$ cat src/sv/cbam_pkg.sv
// Shared types, codes and constants of the cartridge bus address mapper.
package cbam_pkg;

    localparam int DVD_W = 24;  // linear address before mirroring
    localparam int REM_W = 25;  // store sizes and the running remainder
    localparam int BITS_PER_STAGE = 2;

    localparam logic [7:0] LO_SRAM_BANK_FIRST = 8'h70;
    localparam logic [7:0] LO_SRAM_BANK_END   = 8'h7E;
    localparam logic [7:0] HI_SRAM_BANK_FIRST = 8'h30;
    localparam logic [7:0] HI_SRAM_BANK_END   = 8'h40;
    localparam logic [15:0] HI_SRAM_OFF_FIRST = 16'h6000;
    localparam logic [15:0] HI_SRAM_OFF_END   = 16'h8000;
    localparam logic [6:0] CP_ROM_LO_BANK_END  = 7'h40;
    localparam logic [6:0] CP_ROM_HI_BANK_END  = 7'h60;
    localparam logic [7:0] CP_EXTRAM_BANK0 = 8'h70;
    localparam logic [7:0] CP_EXTRAM_BANK1 = 8'h71;
    localparam logic [7:0] CP_SRAM_BANK0   = 8'h78;
    localparam logic [7:0] CP_SRAM_BANK1   = 8'h79;
    // Larger than any in-bank offset, so the remainder leaves it unchanged.
    localparam logic [REM_W-1:0] PASS_DIVISOR = REM_W'(1) << 24;

    localparam logic [1:0]       RST_MAP_MODE    = 2'd0;
    localparam logic [REM_W-1:0] RST_ROM_SIZE    = 25'd1048576;
    localparam logic [19:0]      RST_SRAM_SIZE   = 20'd0;
    localparam logic [17:0]      RST_EXTRAM_SIZE = 18'd131072;

    typedef enum logic [2:0] {
        TGT_NONE   = 3'd0,
        TGT_ROM    = 3'd1,
        TGT_SRAM   = 3'd2,
        TGT_EXTRAM = 3'd3,
        TGT_COPIO  = 3'd4
    } t_target;

    typedef enum logic [1:0] {
        MAP_LO    = 2'd0,
        MAP_HI    = 2'd1,
        MAP_COPRO = 2'd2
    } t_map_mode;

    typedef enum logic [1:0] {
        CFG_MAP_MODE    = 2'd0,
        CFG_ROM_SIZE    = 2'd1,
        CFG_SRAM_SIZE   = 2'd2,
        CFG_EXTRAM_SIZE = 2'd3
    } t_cfg_index;

    typedef struct packed {
        logic [1:0]       map_mode;
        logic [REM_W-1:0] rom_size;
        logic [19:0]      sram_size;
        logic [17:0]      extram_size;
    } t_cfg;

    // Fields that ride along the remainder pipeline untouched.
    typedef struct packed {
        t_target    target;
        logic       write_enable;
        logic [7:0] data;
        logic       dirty;
    } t_side;

endpackage

$ cat src/sv/cbam_decode.sv
// Decode stage: picks the target store, the linear address and the mirroring size.
module cbam_decode (
    input  logic                         i_clk,
    input  logic                         i_rst_n,
    input  logic                         i_start,
    input  cbam_pkg::t_cfg               i_cfg,
    input  logic                         i_req_type,
    input  logic                         i_io_space,
    input  logic [23:0]                  i_bus_address,
    input  logic [7:0]                   i_data_in,
    output logic                         o_vld,
    output logic [cbam_pkg::DVD_W-1:0]   o_dividend,
    output logic [cbam_pkg::REM_W-1:0]   o_divisor,
    output cbam_pkg::t_side              o_side
);

    logic [7:0]                  bank;
    logic [15:0]                 off;
    logic [6:0]                  b7;
    logic                        sram_on;
    cbam_pkg::t_target           kind;
    logic [cbam_pkg::DVD_W-1:0]  linear;
    logic [cbam_pkg::REM_W-1:0]  size;
    logic                        we;

    logic                        r_vld;
    logic [cbam_pkg::DVD_W-1:0]  r_dividend;
    logic [cbam_pkg::REM_W-1:0]  r_divisor;
    cbam_pkg::t_side             r_side;
    logic                        r_dirty;
    logic                        n_dirty;
    cbam_pkg::t_target           n_target;
    logic [cbam_pkg::DVD_W-1:0]  n_dividend;
    logic [cbam_pkg::REM_W-1:0]  n_divisor;

    assign bank    = i_bus_address[23:16];
    assign off     = i_bus_address[15:0];
    assign b7      = bank[6:0];
    assign sram_on = (i_cfg.sram_size != '0);

    always_comb begin
        kind   = cbam_pkg::TGT_NONE;
        linear = '0;
        size   = '0;
        case (i_cfg.map_mode)
            cbam_pkg::MAP_LO: begin
                if (!i_io_space) begin
                    if (sram_on && !off[15] && bank >= cbam_pkg::LO_SRAM_BANK_FIRST
                            && bank < cbam_pkg::LO_SRAM_BANK_END) begin
                        kind   = cbam_pkg::TGT_SRAM;
                        linear = {5'd0, bank[3:0], off[14:0]};
                        size   = cbam_pkg::REM_W'(i_cfg.sram_size);
                    end else begin
                        kind   = cbam_pkg::TGT_ROM;
                        linear = {2'd0, b7, off[14:0]};
                        size   = i_cfg.rom_size;
                    end
                end
            end
            cbam_pkg::MAP_HI: begin
                if (!i_io_space) begin
                    kind   = cbam_pkg::TGT_ROM;
                    linear = {2'd0, i_bus_address[21:0]};
                    size   = i_cfg.rom_size;
                end else if (sram_on && off >= cbam_pkg::HI_SRAM_OFF_FIRST
                        && off < cbam_pkg::HI_SRAM_OFF_END
                        && bank >= cbam_pkg::HI_SRAM_BANK_FIRST
                        && bank < cbam_pkg::HI_SRAM_BANK_END) begin
                    kind   = cbam_pkg::TGT_SRAM;
                    linear = {7'd0, bank[3:0], off[12:0]};
                    size   = cbam_pkg::REM_W'(i_cfg.sram_size);
                end
            end
            cbam_pkg::MAP_COPRO: begin
                if (i_io_space) begin
                    kind   = cbam_pkg::TGT_COPIO;
                    linear = {8'd0, off};
                    size   = cbam_pkg::PASS_DIVISOR;
                end else if (b7 < cbam_pkg::CP_ROM_LO_BANK_END && off[15]) begin
                    kind   = cbam_pkg::TGT_ROM;
                    linear = {1'b0, bank, off[14:0]};
                    size   = i_cfg.rom_size;
                end else if (b7 >= cbam_pkg::CP_ROM_LO_BANK_END
                        && b7 < cbam_pkg::CP_ROM_HI_BANK_END) begin
                    kind   = cbam_pkg::TGT_ROM;
                    linear = {bank, off};
                    size   = i_cfg.rom_size;
                end else if (bank == cbam_pkg::CP_EXTRAM_BANK0
                        || bank == cbam_pkg::CP_EXTRAM_BANK1) begin
                    kind   = cbam_pkg::TGT_EXTRAM;
                    linear = {7'd0, bank[0], off};
                    size   = cbam_pkg::REM_W'(i_cfg.extram_size);
                end else if (sram_on && (bank == cbam_pkg::CP_SRAM_BANK0
                        || bank == cbam_pkg::CP_SRAM_BANK1)) begin
                    kind   = cbam_pkg::TGT_SRAM;
                    linear = {7'd0, bank[0], off};
                    size   = cbam_pkg::REM_W'(i_cfg.sram_size);
                end
            end
            default: begin
                kind = cbam_pkg::TGT_NONE;
            end
        endcase
    end

    // A store of size zero is unreachable. A miss is sent through the divider
    // as zero modulo one, which yields the required zero offset.
    always_comb begin
        if (kind == cbam_pkg::TGT_NONE || size == '0) begin
            n_target   = cbam_pkg::TGT_NONE;
            n_dividend = '0;
            n_divisor  = cbam_pkg::REM_W'(1);
        end else begin
            n_target   = kind;
            n_dividend = linear;
            n_divisor  = size;
        end
        we      = i_req_type && (n_target == cbam_pkg::TGT_SRAM
                  || n_target == cbam_pkg::TGT_EXTRAM);
        n_dirty = r_dirty | (we && n_target == cbam_pkg::TGT_SRAM);
    end

    always_ff @(posedge i_clk) begin
        if (!i_rst_n) begin
            r_vld   <= 1'b0;
            r_dirty <= 1'b0;
        end else begin
            r_vld <= i_start;
            if (i_start) begin
                r_dirty <= n_dirty;
            end
        end
    end

    always_ff @(posedge i_clk) begin
        r_dividend        <= n_dividend;
        r_divisor         <= n_divisor;
        r_side.target       <= n_target;
        r_side.write_enable <= we;
        r_side.data         <= i_req_type ? i_data_in : 8'd0;
        r_side.dirty        <= n_dirty;
    end

    assign o_vld      = r_vld;
    assign o_dividend = r_dividend;
    assign o_divisor  = r_divisor;
    assign o_side     = r_side;

endmodule

$ cat src/sv/cbam_rem_pipe.sv
// Pipelined restoring remainder unit that mirrors the linear address into its store.
module cbam_rem_pipe #(
    parameter int BITS_PER_STAGE = cbam_pkg::BITS_PER_STAGE
) (
    input  logic                         i_clk,
    input  logic                         i_rst_n,
    input  logic                         i_vld,
    input  logic [cbam_pkg::DVD_W-1:0]   i_dividend,
    input  logic [cbam_pkg::REM_W-1:0]   i_divisor,
    input  cbam_pkg::t_side              i_side,
    output logic                         o_vld,
    output logic [cbam_pkg::REM_W-1:0]   o_rem,
    output cbam_pkg::t_side              o_side
);

    localparam int N_STAGES = (cbam_pkg::DVD_W + BITS_PER_STAGE - 1) / BITS_PER_STAGE;
    localparam int PAD_W    = N_STAGES * BITS_PER_STAGE;
    localparam int REM_W    = cbam_pkg::REM_W;

    logic                 r_vld  [1:N_STAGES];
    logic [REM_W-1:0]     r_rem  [1:N_STAGES];
    logic [PAD_W-1:0]     r_quo  [1:N_STAGES];
    logic [REM_W-1:0]     r_div  [1:N_STAGES];
    cbam_pkg::t_side      r_side [1:N_STAGES];

    for (genvar s = 0; s < N_STAGES; s++) begin : g_stage
        logic             in_vld;
        logic [REM_W-1:0] in_rem;
        logic [PAD_W-1:0] in_quo;
        logic [REM_W-1:0] in_div;
        cbam_pkg::t_side  in_side;
        logic [REM_W-1:0] rem_c;
        logic [PAD_W-1:0] quo_c;

        if (s == 0) begin : g_first
            assign in_vld  = i_vld;
            assign in_rem  = '0;
            assign in_quo  = PAD_W'(i_dividend);
            assign in_div  = i_divisor;
            assign in_side = i_side;
        end else begin : g_next
            assign in_vld  = r_vld[s];
            assign in_rem  = r_rem[s];
            assign in_quo  = r_quo[s];
            assign in_div  = r_div[s];
            assign in_side = r_side[s];
        end

        // Each step brings down one dividend bit and subtracts the divisor when it fits.
        always_comb begin
            logic [REM_W:0] trial;
            rem_c = in_rem;
            quo_c = in_quo;
            trial = '0;
            for (int k = 0; k < BITS_PER_STAGE; k++) begin
                trial = {rem_c, quo_c[PAD_W-1]};
                quo_c = quo_c << 1;
                if (trial >= {1'b0, in_div}) begin
                    rem_c = REM_W'(trial - {1'b0, in_div});
                end else begin
                    rem_c = trial[REM_W-1:0];
                end
            end
        end

        always_ff @(posedge i_clk) begin
            if (!i_rst_n) begin
                r_vld[s+1] <= 1'b0;
            end else begin
                r_vld[s+1] <= in_vld;
            end
        end

        always_ff @(posedge i_clk) begin
            r_rem[s+1]  <= rem_c;
            r_quo[s+1]  <= quo_c;
            r_div[s+1]  <= in_div;
            r_side[s+1] <= in_side;
        end
    end

    assign o_vld  = r_vld[N_STAGES];
    assign o_rem  = r_rem[N_STAGES];
    assign o_side = r_side[N_STAGES];

endmodule

$ cat src/sv/cartridge_bus_address_mapper.sv
// Cartridge bus address mapper: one decode stage, then a pipelined mirroring remainder.
// A word taken with i_start is registered by the decode stage and then by each remainder
// stage, and is on the outputs with o_valid after the last of them.
// Throughput: one word per cycle; o_busy stays low, since every stage advances each cycle.
// The depth is set by the remainder unit, which retires P_BITS_PER_STAGE dividend bits a stage.
// Reset clears the valid bits, the dirty flag and the configuration registers to their defaults.
module cartridge_bus_address_mapper #(
    parameter int P_BITS_PER_STAGE = cbam_pkg::BITS_PER_STAGE
) (
    input  logic        i_clk,
    input  logic        i_rst_n,
    input  logic        i_cfg_we,
    input  logic [1:0]  i_cfg_index,
    input  logic [24:0] i_cfg_data,
    input  logic        i_start,
    output logic        o_busy,
    input  logic        i_req_type,
    input  logic        i_io_space,
    input  logic [23:0] i_bus_address,
    input  logic [7:0]  i_data_in,
    output logic        o_valid,
    output logic [2:0]  o_target,
    output logic [23:0] o_offset,
    output logic        o_write_enable,
    output logic [7:0]  o_data_out,
    output logic        o_save_dirty
);

    cbam_pkg::t_cfg                  r_cfg;
    logic                            dec_vld;
    logic [cbam_pkg::DVD_W-1:0]      dec_dividend;
    logic [cbam_pkg::REM_W-1:0]      dec_divisor;
    cbam_pkg::t_side                 dec_side;
    logic                            rem_vld;
    logic [cbam_pkg::REM_W-1:0]      rem_value;
    cbam_pkg::t_side                 rem_side;

    always_ff @(posedge i_clk) begin
        if (!i_rst_n) begin
            r_cfg.map_mode    <= cbam_pkg::RST_MAP_MODE;
            r_cfg.rom_size    <= cbam_pkg::RST_ROM_SIZE;
            r_cfg.sram_size   <= cbam_pkg::RST_SRAM_SIZE;
            r_cfg.extram_size <= cbam_pkg::RST_EXTRAM_SIZE;
        end else if (i_cfg_we) begin
            case (i_cfg_index)
                cbam_pkg::CFG_MAP_MODE:    r_cfg.map_mode    <= i_cfg_data[1:0];
                cbam_pkg::CFG_ROM_SIZE:    r_cfg.rom_size    <= i_cfg_data;
                cbam_pkg::CFG_SRAM_SIZE:   r_cfg.sram_size   <= i_cfg_data[19:0];
                cbam_pkg::CFG_EXTRAM_SIZE: r_cfg.extram_size <= i_cfg_data[17:0];
                default: begin
                end
            endcase
        end
    end

    cbam_decode u_decode (
        .i_clk         (i_clk),
        .i_rst_n       (i_rst_n),
        .i_start       (i_start),
        .i_cfg         (r_cfg),
        .i_req_type    (i_req_type),
        .i_io_space    (i_io_space),
        .i_bus_address (i_bus_address),
        .i_data_in     (i_data_in),
        .o_vld         (dec_vld),
        .o_dividend    (dec_dividend),
        .o_divisor     (dec_divisor),
        .o_side        (dec_side)
    );

    cbam_rem_pipe #(
        .BITS_PER_STAGE (P_BITS_PER_STAGE)
    ) u_rem_pipe (
        .i_clk      (i_clk),
        .i_rst_n    (i_rst_n),
        .i_vld      (dec_vld),
        .i_dividend (dec_dividend),
        .i_divisor  (dec_divisor),
        .i_side     (dec_side),
        .o_vld      (rem_vld),
        .o_rem      (rem_value),
        .o_side     (rem_side)
    );

    assign o_busy         = 1'b0;
    assign o_valid        = rem_vld;
    assign o_target       = rem_side.target;
    assign o_offset       = rem_value[23:0];
    assign o_write_enable = rem_side.write_enable;
    assign o_data_out     = rem_side.data;
    assign o_save_dirty   = rem_side.dirty;

endmodule

$ cat config.mk
export PLATFORM = sky130hd
export DESIGN_NAME = cartridge_bus_address_mapper
export DESIGN_NICKNAME = d
export VERILOG_FILES = /design/src/sv/cbam_pkg.sv /design/src/sv/cbam_decode.sv /design/src/sv/cbam_rem_pipe.sv /design/src/sv/cartridge_bus_address_mapper.sv
export SDC_FILE = /design/constraint.sdc
export NUM_CORES = 2
export LEC_CHECK = 0
export BUFFER_PORTS_ARGS = -buffer_cell sky130_fd_sc_hd__buf_2
export CORE_AREA = 3 3 312 468
export CTS_BUF_LIST = sky130_fd_sc_hd__clkbuf_4 sky130_fd_sc_hd__clkbuf_8 sky130_fd_sc_hd__clkbuf_16
export CTS_CLUSTER_DIAMETER = 60
export DETAILED_ROUTE_END_ITERATION = 10
export DIE_AREA = 0 0 315 471
export GPL_ROUTABILITY_DRIVEN = 0
export SYNTH_ARGS = -nofsm -noshare
export SYNTH_HDL_FRONTEND = slang
export SYNTH_SLANG_ARGS = --single-unit
export TNS_END_PERCENT = 5
$ cat constraint.sdc
create_clock -name i_clk -period 7.2 [get_ports i_clk]
set_clock_uncertainty 0.05 [all_clocks]
set_input_delay 0.72 -clock i_clk [delete_from_list [all_inputs] [get_ports i_clk]]
set_output_delay 0.72 -clock i_clk [all_outputs]
set_load 0.05 [all_outputs]
== After elaboration in Yosys (flattened, before gate mapping) ==
Memories as Yosys holds them, arrays and structs flattened.
Index checks and enable logic that the tools add are counted.
Storage, ports and cells
  register bits after elaboration: 129
  RAM bits: 1032
  word-level logic and storage cells: 193
  memories kept: 5
Cells by class
  add/subtract/negate cells: 24
  magnitude comparators: 33
  equality and inequality tests: 11
  muxes and demuxes: 69
  bitwise operators: 13
  reductions and logical operators: 26
Memory list
  u_rem_pipe.r_div: depth 12, width 25, rd ports 11, clocked after Yosys merged registers in 0, wr ports 12, line cbam_rem_pipe.sv:23  | logic [REM_W-1:0] r_div [1:N_STAGES];
  u_rem_pipe.r_rem: depth 12, width 25, rd ports 12, clocked after Yosys merged registers in 0, wr ports 12, line cbam_rem_pipe.sv:21  | logic [REM_W-1:0] r_rem [1:N_STAGES];
  u_rem_pipe.r_quo: depth 12, width 22, rd ports 11, clocked after Yosys merged registers in 0, wr ports 12, line cbam_rem_pipe.sv:22  | logic [PAD_W-1:0] r_quo [1:N_STAGES];
  u_rem_pipe.r_side: depth 12, width 13, rd ports 12, clocked after Yosys merged registers in 0, wr ports 12, line cbam_rem_pipe.sv:24  | cbam_pkg::t_side r_side [1:N_STAGES];
  u_rem_pipe.r_vld: depth 12, width 1, rd ports 12, clocked after Yosys merged registers in 0, wr ports 12, line cbam_rem_pipe.sv:20  | logic r_vld [1:N_STAGES];
Operators by type and width (count)
  $mux W25: 31
  $ge A26 B25 Y1: 23
  $sub A25 B25 Y25: 23
  $mux W24: 6
  $pmux W25 S3: 1
  $pmux W24 S3: 1
  $mux W20: 2
  $mux W17: 2
  $eq A8 B7 Y1 const B: 4
  $ge A1 B25 Y1: 1
  $logic_not A25 Y1: 1
  $sub A1 B25 Y25: 1
  $mux W22: 1
  $mux W3: 7
  $reduce_bool A20 Y1: 1
  $ge A16 B15 Y1 const B: 1
  $lt A16 B16 Y1 const B: 1
  $lt A8 B7 Y1 const B: 2
  $lt A7 B7 Y1 const B: 2
  $mux W1: 14
  $or A1 B1 Y1: 13
  $logic_and A1 B1 Y1: 12
  $pmux W3 S3: 1
  $ge A8 B6 Y1 const B: 1
  other kinds (11): 24

== Longest topological paths before layout ==
  depth in word-level cells: 17
  mapped depth: 28
  gate-level depth less buffers: 25

== Cells and area by module ==
From an unflattened synthesis, not the netlist that was laid out.
Second synthesis, totals
  cells, all modules: 6300
  area, all modules: 56934.6 µm²
Modules (own cells, without submodules)
  cbam_rem_pipe: times used 1, cells an instance 5767, area each 51742.1 µm², seq. area each 17516.8 µm²
  cbam_decode: times used 1, cells an instance 289, area each 2732.6 µm², seq. area each 1281.2 µm²
  cartridge_bus_address_mapper: times used 1, cells an instance 244, area each 2459.9 µm², seq. area each 1301.2 µm²

== Least setup slack after synthesis ==
OpenSTA, ideal clock, no wires.
  path kind: reg2reg
  start: mem u_rem_pipe.r_div[7][0]
  end: reg u_rem_pipe.r_rem[1][15] (netlist name)
  setup time: 121 ps
  data arrival time: 5712 ps
  setup slack: 1318 ps
  stages on the path, launching flop included: 26
  period minus slack after synthesis: 5882 ps
  cell sequence: dfxtp_1 > ha_1 > inv_1 > fa_1 > a21o_1 > a31oi_1 > o21ai_1 > a211oi_2 > o31ai_2 > a31o_2 > a221o_1 > buf_2 > buf_6 > mux2_2 > ha_1 > and4_1 > and2_1 > a221oi_1 > o21ai_1 > a21oi_1 > nor2_1 > o221a_2 > a221o_1 > a21oi_2 > buf_4 > mux2_2
RTL lines (line)
  start: declaration: cbam_rem_pipe.sv:23

==> results.md <==
- Post-Place Setup Slack: 0.224 ns
- Maximum buffer depth of the clock tree: 3
- Global route overflow: 0
- Vias per cell: approximately 5.5
- Fin. max-slew vios: 0
- Clock period minus worst slack: around 6.9 ns
- Resized cells post-CTS: 0
- Area delta synth->final: 11.3%
- Vias after detailed routing: approximately 45k
- Final hold viol count: 0
- Post-Synth XOR/XNOR Area: under 10%
- Post-synth top area share: 35.3%
- Largest family of logic cells by synthesized area: compound AO/OA/AOI/OAI gates
- Max_cap viols: 0
- Top FF cell, synth: dfxtp_1
- Final Core Density: between 40% and 50%
- CTS Sinks: ~1k
- Core area: around 140,000 um2
- Max Freq: 145 MHz
- Kind of critical path: flop to flop
- Compound-Gate Fraction of Synth Area: 18.1%
- Yosys top cell by area: dfxtp_1
- FILL cells: 13.8k
- Post-route DRC: 0
- Starting Density: between 30% and 40%
- Design area: 63,300 um2
- Synth cell types: 103
- Routing usage on met3: 3.00%
- Most used routing layer in global routing: met2
- Simple-gate share of the synthesized area: between 10% and 20%
- CTS root buffer: clkbuf_16
- CTS tree: yes
- Worst path slowest cell: a31oi_1
- Number of H-tree levels: 3
- Routed Antenna Nets: 0
- Most common cell in the netlist: dfxtp_1
- Synth top area cells: dfxtp_1 35%, ha_1 13%, mux2_2 7.6%
- Ports: between 100 and 150
- Status: complete, no violations
- Crit path DAT: around 7.5 ns
- Asr flop ratio synth: 0%
- Mapped Area: about 57,000 um2
- Worst min path class: input port to flop
- Crit Path Max Fanout: 22
- Worst slew margin: between 20 and 30%
- Critical path cell sequence: ha_1 -> inv_1 -> fa_1 -> a211oi_1 -> o21bai_1 -> a31o_2 -> a21oi_2 -> a21o_1 -> a31oi_1 -> a21bo_2 -> mux2_2 -> ha_1 -> nand3_1 -> nor2_1 -> o21ai_0 -> a311oi_1 -> o2111ai_1 -> a31oi_1 -> a21o_1 -> a41oi_1 -> xnor2_1 -> mux2_2
- Crit path max-delay family: compound AO/OA/AOI/OAI gates
- RSZ-0062 raised after global routing: no
- Crit end category: flop
- Number of global-route vias before repair: 46.9k
- Slew @ Worst Pin: roughly 1.1 ns
- DRT Wirelength: ~170,000 um
- Adder-cell area share of the yosys netlist: roughly 14%
- R2R cell count: 22
- Sequential area share after synthesis: approximately a third
- Post-DP Area: between 50,000 and 60,000 um2
- Setup Total Neg Slack: 0 ns
- Min-delay src: i_cfg_data[20]
- R2R Setup Slk: around 0.30 ns
- Die Span Y: about 470 um
- Critical Path Max Stage Delay: roughly 0.71 ns
- CP Buf/Inv Count: 1
- Worst flop-to-flop path endpoint: u_rem_pipe.r_rem[0][196]$_DFF_P_
- EDFF count, synth: 0
- Global Route met1 Usage: around 19%
- Worst Hold End: r_cfg[58]$_SDFFE_PN1P_
- Clk_lat worst skew: around 0.73 ns
- Clock transition at path regs: ~0.07 ns
- Register bit total from synthesis: 1,003
- Total GRT Usage: about 22%
- Largest net degree at the start of global routing: 80
- Site row count: between 150 and 200
- Share of layout cells above drive strength 1: about an eighth
- Final nets: 6,992
- WP data required: a little under 8 ns
- Mean area per synthesized cell: 9.19 um2
- Grt met2 use: 43.2%
- Area of the multi-input gates: 34,400 um2
- Synth top cells by count: 1,003 x dfxtp_1, 577 x ha_1, 498 x a21oi_1, 459 x inv_1, 423 x nand2_1
- First-pass GRT wire length: ~260,000 um
- Final setup viols: 0
- Detailed placer's ending HPWL: ~140,000 um
- Synthesized Nets: between 6k and 7k
- Num CTS Buffers: 100
- Pre-antenna DRT Iters: 7
- Post-route clock period utilization: between 90% and 100%
- Die Span X: around 320 um
- CP Launch Type: flop
- Buffers on Ports: about 100
- Total die area: ~150,000 um2
- Initial antenna violation count: 11
- Yosys warns: 0
- Final WS setup: between 0.2 and 0.3 ns
- Starting DRT DRC Count: around 2.3k
- Hold Buf Count CTS: 0
- Post-CTS Setup Inserts: 0
- Worst r2r src: u_rem_pipe.r_div[6][0]$_DFF_P_
- Wirelength per Cell: around 20 um
- Register Area: 20,100 um2
- Mapped Cells: a little over 6k
- Post-synthesis mux area share: 8.74%
- Hold depth: 3
-- cell type report --
type / count / area share, %
diodes: 2 / 0.00791
clock inverters: 68 / 1.40
flip-flops and latches: 1003 / 31.7
inverters: 459 / 2.72
clock buffers: 118 / 4.24
multi-input cells: 4597 / 54.4
repair buffers: 166 / 1.73
well taps: 1892 / 3.74
-- placed cells by master, fill, tap and decap left out, types with 28 or more instances in the layout --
master and n:
o21bai_1 62, o21ai_0 250, a31oi_1 58, nand2b_1 61
o31ai_1 28, nand3_1 93, nor2b_1 66, xnor2_1 318
a211oi_1 52, a21boi_0 73, nor4_1 33, nand2_1 423
dfxtp_1 1003, nand4_1 76, mux2i_1 28, nor3_1 92
and2_1 90, inv_1 459, a21o_1 191, o21a_1 75
mux2_2 384, and3_1 61, clkbuf_16 100, xor2_1 147
buf_2 102, nor2_1 398, ha_1 577, a21oi_1 497
buf_4 55
-- tightest hold or removal path: cells and delay by family --
| family | cells | cell delay, ns |
|---|---|---|
| AND/OR/NAND/NOR | 2 | 0.10 |
| buffers and inverters | 1 | 0.07 |
-- cells by family (layout without fill, tap and decap cells) --
family          count (synthesis)  count (layout)
fa+ha+maj                     600             600
mux                           438             438
xor+xnor                      465             465
flops                        1003            1003
other cells                     1               3
buf+inv                       588             811
simple gates                 1520            1520
compound gates               1573            1573
-- worst max-delay path by stage --
stage	depth (start not counted)	slack, ns	end	startpoint
floorplan	25	1.32	u_rem_pipe.r_rem[1][15]$_DFF_P_	u_rem_pipe.r_div[7][0]$_DFF_P_
global route	24	0.06	u_rem_pipe.r_rem[1][123]$_DFF_P_	u_rem_pipe.r_div[11][0]$_DFF_P_
finish	22	0.30	u_rem_pipe.r_rem[0][196]$_DFF_P_	u_rem_pipe.r_div[6][0]$_DFF_P_
CTS	22	0.18	u_rem_pipe.r_rem[0][177]$_DFF_P_	u_rem_pipe.r_div[6][1]$_DFF_P_
detailed placement	23	0.22	u_rem_pipe.r_rem[0][197]$_DFF_P_	u_rem_pipe.r_div[6][0]$_DFF_P_
global placement	23	0.25	u_rem_pipe.r_rem[0][191]$_DFF_P_	u_rem_pipe.r_div[6][0]$_DFF_P_
-- registers in the layout (all words and copies together), names as in the netlist --
| register | cells |
|---|---|
| u_rem_pipe.r_quo | 132 |
| u_rem_pipe.r_vld | 12 |
| r_cfg | 65 |
| u_decode.o_side | 13 |
| u_decode.o_vld | 1 |
| u_decode.r_dirty | 1 |
| u_rem_pipe.r_div | 275 |
| u_decode.o_divisor | 25 |
| u_rem_pipe.r_rem | 299 |
| u_rem_pipe.r_side | 156 |
| u_decode.o_dividend | 24 |
-- per-layer routing --
metal	up-vias	share of wire, %	wire length [um]
met5	-	0.014	24
met1	21300	33	55500
met3	554	3.4	5610
met4	4	9.5	15800
met2	1111	54	89900
li1	22300	-	-
-- per-stage QoR --
stage	cells	hold WS, ns
final	8305	0.150
after detailed placement	8117	0.262
after CTS	8303	0.0729
after floorplan	6188	0.260
after global routing	8304	0.117
after global placement	8117	0.260
Power is not shown: default switching activity piles up to over one toggle a cycle in this logic, so the estimate is an artifact.
